`config.mk`:
```
export PLATFORM = sky130hd
export DESIGN_NAME = rau_queue
export DESIGN_NICKNAME = d
export VERILOG_FILES = /design/src/rau_queue.sv
export VERILOG_INCLUDE_DIRS = /design/src /design/src/src
export SDC_FILE = /design/constraint.sdc
export NUM_CORES = 1
export LEC_CHECK = 0
export ABC_AREA = 1
export BUFFER_PORTS_ARGS = -buffer_cell sky130_fd_sc_hd__buf_2
export CAP_MARGIN = 20
export CORE_ASPECT_RATIO = 1.75
export CORE_MARGIN = 2
export CORE_UTILIZATION = 25
export DETAILED_ROUTE_END_ITERATION = 10
export RECOVER_POWER = 25
export SYNTH_ARGS = -nofsm -noshare
export SYNTH_HDL_FRONTEND = slang
export SYNTH_SLANG_ARGS = --single-unit
export TNS_END_PERCENT = 20
```
`constraint.sdc`:
```
create_clock -name i_clk -period 8.2 [get_ports i_clk]
set_input_delay 0.41 -clock i_clk [delete_from_list [all_inputs] [get_ports i_clk]]
set_output_delay 0.41 -clock i_clk [all_outputs]
set_load 0.01 [all_outputs]
```
`src/assert_macros.svh`:
```
// shared assertion macros
`ifndef ASSERT_MACROS_SVH
`define ASSERT_MACROS_SVH

`ifndef ASSERT_OFF
`define ASSERT_CLK(lbl, clk, rst_n, prop) \
    lbl: assert property (@(posedge clk) disable iff (!rst_n) prop) \
        else $error("assertion failed");
`define ASSERT_NEVER(lbl, clk, rst_n, expr) \
    lbl: assert property (@(posedge clk) disable iff (!rst_n) !(expr)) \
        else $error("forbidden condition");
`else
`define ASSERT_CLK(lbl, clk, rst_n, prop)
`define ASSERT_NEVER(lbl, clk, rst_n, expr)
`endif

`endif

```
`src/rau_queue.sv`:
```
`default_nettype none
`include "assert_macros.svh"
module rau_queue #(
    parameter int DATA_W = 133
) (
    input  wire logic              i_clk,
    input  wire logic              i_rst_n,
    input  wire logic              i_push,
    input  wire logic [DATA_W-1:0] i_data,
    output logic                   o_full,
    input  wire logic              i_pop,
    output logic [DATA_W-1:0]      o_data,
    output logic                   o_empty
);
    logic [DATA_W-1:0] r_mem [2];
    logic              r_wr_ptr, r_rd_ptr;
    logic [1:0]        r_count;

    assign o_full  = (r_count == 2'd2);
    assign o_empty = (r_count == 2'd0);
    assign o_data  = r_mem[r_rd_ptr];

    always_ff @(posedge i_clk) begin
        if (!i_rst_n) begin
            r_wr_ptr <= 1'b0;
            r_rd_ptr <= 1'b0;
            r_count  <= 2'd0;
        end else begin
            if (i_push) r_wr_ptr <= !r_wr_ptr;
            if (i_pop) r_rd_ptr <= !r_rd_ptr;
            if (i_push && !i_pop) r_count <= r_count + 2'd1;
            else if (i_pop && !i_push) r_count <= r_count - 2'd1;
        end
    end

    always_ff @(posedge i_clk) begin
        if (i_push) r_mem[r_wr_ptr] <= i_data;
    end

    `ASSERT_NEVER(a_no_overflow, i_clk, i_rst_n, i_push && o_full)
    `ASSERT_NEVER(a_no_underflow, i_clk, i_rst_n, i_pop && o_empty)
    `ASSERT_NEVER(a_count_range, i_clk, i_rst_n, r_count == 2'd3)
endmodule
`default_nettype wire

```
==> flow_metrics.env, run 1 <==
export IMPL_clock_skew_ps=7.88
export IMPL_dpl_cell_area_sq_mm=0.0120
export IMPL_gr_total_overflow=0
export IMPL_min_path_type="in2reg"
export IMPL_start_util_pct=25.3
export IMPL_timing_rr_start="r_wr_ptr"
export IMPL_min_to="r_mem[1][6]"
export IMPL_synth_seq_cells=271
export IMPL_arrival_ps=2510
export IMPL_wl_per_cell_um=17.0
export IMPL_p_leak_nw=4.83
export IMPL_rows=97
export IMPL_avgSynthCellArea_sq_um=22.5
export IMPL_track_usage_pct=9.84
export IMPL_slew_viol_final=0
export IMPL_path_max_fanout=60
export IMPL_stdcell_area_sq_mm=0.0129
export IMPL_dp_hpwl_um=14200
export IMPL_finalCriticalPeriod_ps=2920
export IMPL_antenna_found_initial=12
export IMPL_ctsResizeCount=0
export IMPL_firstDrtPassIters=4
export IMPL_cts_hold_buf=0
export IMPL_cts_max_level=1
export IMPL_synth_area_leaders="edfxtp_1 79%, mux2_4 10%, mux2_2 7.0%"
export IMPL_seq_area_frac_synth_pct=80.0
export IMPL_drc=0
export IMPL_syn_cell_area_sq_mm=0.0101
export IMPL_regArea_sq_mm=0.00809
export IMPL_pre_cts_ws_ps=5640
export IMPL_clkLatencyLatePin_ps=540
export IMPL_grt_pass1_wl_um=31400
export IMPL_grt_start_max_net_pins=70
export IMPL_nFillCells=3844
export IMPL_final_cell_mix="266 x edfxtp_1, 244 x buf_2, 70 x mux2_4"
export IMPL_die_area_sq_mm=0.0421
export IMPL_ys_types=14
export IMPL_fp_dieH_um=270
export IMPL_syn_inst=449
export IMPL_p_per_area_mw_per_mm2=244
export IMPL_postCtsSetupBuffers=0
export IMPL_path_class="reg2out"
export IMPL_numClockSinks=271
export IMPL_hold_depth=1
export IMPL_cts_path_max_buffers=3
export IMPL_clk_pin_slew_worst_paths_ps=70
export IMPL_grt_pass1_vias=5546
export IMPL_synthesis_nets=587
export IMPL_port_buffers=271
export IMPL_synth_top_cell_area_share_pct=79.0
export IMPL_yosysWarnings=0
export IMPL_routabilityCongestion=0.716
export IMPL_startpoint_type="flop"
export IMPL_drive_above_1_share_pct=56.1
export IMPL_r2r_cells=3
export IMPL_io_pins=272
export IMPL_final_common_cell="edfxtp_1"
export IMPL_multiInputGateArea_sq_mm=0.00187
export IMPL_required_ps=7790
export IMPL_finalWorstSetupSlack_ps=5280
export IMPL_worst_setup_path_end_kind="output pin"
export IMPL_r2r_slack_ps=5780
export IMPL_die_w_um=156
export IMPL_coreArea_sq_mm=0.0399
export IMPL_dp_cells=1205
export IMPL_drtIter0Drc=213
export IMPL_fmax_mhz=342
export IMPL_drt_wl_total_um=21500
export IMPL_final_cells=1263
export IMPL_setup_violations=0
export IMPL_vias=5089
export IMPL_cts_tree="done"
export IMPL_min_from="i_data[6]"
export IMPL_tightest_slew_ps=1050
export IMPL_fin_nets=876
export IMPL_synth_top_area_cell="edfxtp_1"
export IMPL_rsz0062_at_grt="no"
export IMPL_ir_worst_vdd_mv=0.193
export IMPL_cap_viol_max_count=0
export IMPL_vias_per_cell=4.03
export IMPL_clockRootBuffer="clkbuf_16"
export IMPL_reg2reg_to="r_mem[1][111]"
export IMPL_area_delta_synth_final_pct=27.3
export IMPL_status="complete, no violations"
export IMPL_tns_ps=0
export IMPL_cts_buffers=26
export IMPL_ant_nets=0
export IMPL_relSlewSlack_pct=29.8
export IMPL_period_share_pct=35.6
export IMPL_finalHoldViolCount=0
==> how the worst max path moves through the flow <==
stage | endpoint | depth (start not counted)
global route | o_data[10] | 3
floorplan | r_mem[0][0] | 2
global placement | r_mem[1][64] | 4
detailed placement | r_mem[1][64] | 4
CTS | o_data[23] | 3
finish | o_data[31] | 3
==> cells in the mapped netlist (all sizes together) <==
master / number
mux2: 133
edfxtp: 266
nand3: 1
nor2: 9
o21ai: 1
buf: 15
dfxtp: 5
a21oi: 1
ha: 1
nand2: 8
nand4: 1
inv: 8
==> cell type report <==
| type | count | share of cell area (%) |
|---|---|---|
| flip-flops and latches | 271 | 62.9 |
| multi-input cells | 155 | 14.5 |
| repair buffers | 276 | 10.6 |
| diodes | 10 | 0.194 |
| inverters | 8 | 0.272 |
| clock buffers | 35 | 5.79 |
| clock inverters | 13 | 0.982 |
| well taps | 495 | 4.81 |
==> through the flow <==
stage                     util [%]  hold WS [ps]  power [mW]
after floorplan                  -           463        1.83
after global placement        30.1           478        1.95
after detailed placement      30.1           526        1.96
after CTS                     32.3          19.1        3.19
after global routing          32.2          25.9        3.26
final                         32.2          55.4        3.14
==> per-layer routing <==
| metal | GRT usage (%) | part of all wire, % | vias to the layer above |
|---|---|---|---|
| li1 | - | - | 2353 |
| met1 | 9.42 | 34 | 2494 |
| met2 | 18.3 | 55 | 180 |
| met3 | 2.28 | 5.7 | 58 |
| met4 | 6.76 | 5.2 | 4 |
| met5 | 0 | 0.15 | - |
==> logic make-up (layout without fill, tap and decap cells) <==
logic type,after synthesis,count (layout),synth area share (%)
muxes,133,133,17.4
other,0,10,0
DFF,271,271,80.0
adders and majority gates,1,1,0.124
and+or+nand+nor,19,19,0.743
AOI/OAI and AO/OA,2,2,0.0989
buffers and inverters,23,332,1.60
==> registers in the layout, summed over array words and instances, names as in the netlist, named ones only <==
name and flops:
r_mem 266, r_count 2, r_rd_ptr 1, r_wr_ptr 1
==> report_power, final <==
part	switching, mW	internal (mW)
clock network	0.510	0.703
registers	0.0192	1.60
logic	0.157	0.142
total	0.686	2.45
==> worst max-delay path, cell delays in order, from the launching register on <==
cell	delay [ps]
dfxtp_4	500
buf_4	830
mux2_2	430
buf_2	140
No activity file was read; power rests on OpenSTA's default activity.
==> run 2: changes to the inputs <==
==> constraint.sdc (replaced) <==
create_clock -name i_clk -period 2.6 [get_ports i_clk]
set_input_delay 0.13 -clock i_clk [delete_from_list [all_inputs] [get_ports i_clk]]
set_output_delay 0.13 -clock i_clk [all_outputs]
set_load 0.01 [all_outputs]
==> run 2 against run 1 <==
Hold slack gained 260 ps. Wire length grew 5.6%. Clock power grew to 3.2 times the previous value. Sequential power grew to 3.2 times the previous value. Via count grew 10%. Clock skew grew 5.8 ps. Die area is the same. Sequential share of layout area shrank 6.2 points. Largest cell class unchanged.
==> flow_metrics.env, run 2 (synthesized netlist as in run 1, its figures left out) <==
export IMPL_path_max_fanout=65
export IMPL_cap_viol_max_count=0
export IMPL_diodes=0
export IMPL_final_common_cell="edfxtp_1"
export IMPL_vias=5603
export IMPL_drive_above_1_share_pct=45.9
export IMPL_clk_pin_slew_worst_paths_ps=60
export IMPL_critPathSlowestCell="dfxtp_4"
export IMPL_final_cell_mix="266 x edfxtp_1, 224 x buf_2, 138 x dlygate4sd3_1"
export IMPL_track_usage_pct=10.5
export IMPL_nFillCells=3722
export IMPL_fmax_mhz=468
export IMPL_power_mw=10.1
export IMPL_firstDrtPassIters=4
export IMPL_drt_wl_total_um=22700
export IMPL_rsz0062_at_grt="no"
export IMPL_cts_max_level=1
export IMPL_tightest_slew_ps=615
export IMPL_ir_worst_vdd_mv=0.568
export IMPL_p_per_area_mw_per_mm2=707
export IMPL_startpoint_type="flop"
export IMPL_area_delta_synth_final_pct=41.3
export IMPL_pre_cts_ws_ps=993
export IMPL_reg2reg_to="r_wr_ptr"
export IMPL_p_int_mw=7.87
export IMPL_finalHoldViolCount=0
export IMPL_p_sw_share_pct=22.1
export IMPL_io_pins=272
export IMPL_dp_hpwl_um=14900
export IMPL_finalWorstSetupSlack_ps=465
export IMPL_required_ps=2470
export IMPL_antenna_found_initial=0
export IMPL_regMostFlops="r_mem"
export IMPL_cts_path_max_buffers=3
export IMPL_period_share_pct=82.1
export IMPL_port_buffers=271
export IMPL_wl_per_cell_um=16.3
export IMPL_numClockSinks=271
export IMPL_fp_dieH_um=270
export IMPL_clock_skew_ps=13.7
export IMPL_fin_nets=1015
export IMPL_power_frac_comb_pct=11.1
export IMPL_coreArea_sq_mm=0.0399
export IMPL_status="complete, no violations"
export IMPL_cts_tree="done"
export IMPL_p_leak_nw=5.38
export IMPL_vias_per_cell=4.03
export IMPL_min_path_type="in2reg"
export IMPL_arrival_ps=2010
export IMPL_ant_nets=0
export IMPL_cts_buffers=26
export IMPL_grt_start_max_net_pins=99
export IMPL_postCtsSetupBuffers=0
export IMPL_worst_setup_path_end_kind="output pin"
export IMPL_gr_total_overflow=0
export IMPL_seqPwrFrac_pct=50.7
export IMPL_start_util_pct=25.3
export IMPL_grt_pass1_wl_um=33800
export IMPL_tns_ps=0
export IMPL_routabilityCongestion=0.803
export IMPL_r2r_cells=5
export IMPL_fin_util_pct=35.8
export IMPL_r2r_slack_ps=840
export IMPL_cp_cell_sequence="buf_12, mux2_2, buf_2"
export IMPL_hold_depth=2
export IMPL_critPathMaxStageDelay_ps=470
export IMPL_die_area_sq_mm=0.0421
export IMPL_whs_ps=318
export IMPL_rows=97
export IMPL_reg_top3="r_mem x266, r_count x2"
export IMPL_setup_violations=0
export IMPL_grt_pass1_vias=6189
export IMPL_drtIter0Drc=268
export IMPL_path_class="reg2out"
export IMPL_clockRootBuffer="clkbuf_16"
export IMPL_largest_reg_flops=266
export IMPL_finalCriticalPeriod_ps=2140
export IMPL_clkPwrFrac_pct=38.1
export IMPL_clkLatencyLatePin_ps=530
export IMPL_timing_rr_start="r_wr_ptr"
export IMPL_ctsResizeCount=0
export IMPL_die_w_um=156
export IMPL_min_to="r_mem[1][52]"
export IMPL_min_from="i_data[52]"
export IMPL_switchingPower_mw=2.23
export IMPL_drc=0
export IMPL_slew_viol_final=0
export IMPL_relSlewSlack_pct=59.0
run 2: changes by cell type in the layout (fill, tap and decap cells not counted), sizes merged:
cell / previous run / this run
inv: 9 / 10
clkinvlp: 2 / 4
bufinv: 2 / 3
diode: 10 / 0
dlygate4sd3: 0 / 138
clkbuf: 61 / 77
clkinv: 8 / 9
buf: 250 / 230
run 2: stage by stage:
stage                     area (sq um)  cells
after floorplan                  10100    449
after global placement           12100   1206
after detailed placement         12100   1206
after CTS                        14300   1392
after global routing             14300   1392
final                            14300   1392
run 2: how the worst max path moves through the flow:
| stage | slack, ps | depth (start not counted) | start | to |
|---|---|---|---|---|
| 6_report | 460 | 3 | flop | o_data[42] |
| 2_1_floorplan | -160 | 2 | r_wr_ptr | r_mem[1][0] |
| 3_5_place_dp | 990 | 3 | flop | o_data[39] |
| 4_1_cts | 400 | 3 | flop | o_data[39] |
| 5_1_grt | 350 | 3 | flop | o_data[39] |
| 3_3_place_gp | 1020 | 3 | flop | o_data[124] |
run 2: repair_timing:
action,in CTS,in global routing
hold buffers,138,0
setup endpoints to repair,0,0
endpoints found under the hold margin,271,0
run 2: critical path: cells and delay by family, from the launching register on:
kind | cells | cell delay, ps
flops | 1 | 470
buf+inv | 2 | 530
mux | 1 | 400
run 2: routing by layer:
metal / up-vias / GRT usage [%] / wire (um)
met3: 39 / 1.94 / 1160
met2: 183 / 20.4 / 12800
met1: 2757 / 10.5 / 7970
met5: - / 0 / 0
li1: 2624 / - / -
met4: 0 / 4.78 / 822
run 2: cell type report:
type / count / area, sq um / area share (%)
Timing Repair Buffer: 415 / 2790 / 19.5
Tap cell: 495 / 619 / 4.34
Inverter: 8 / 33.8 / 0.237
Clock buffer: 30 / 687 / 4.81
Sequential cell: 271 / 8090 / 56.7
Multi-Input combinational cell: 155 / 1870 / 13.1
Clock inverter: 18 / 190 / 1.33
run 2: power by group through the flow:
stage | registers [mW] | clock network [mW] | logic, mW
floorplan | 5.20 | 0 | 0.563
global placement | 5.21 | 0 | 0.962
CTS | 5.13 | 3.97 | 1.15
finish | 5.12 | 3.85 | 1.12
detailed placement | 5.22 | 0 | 0.975
global route | 5.14 | 4.14 | 1.21
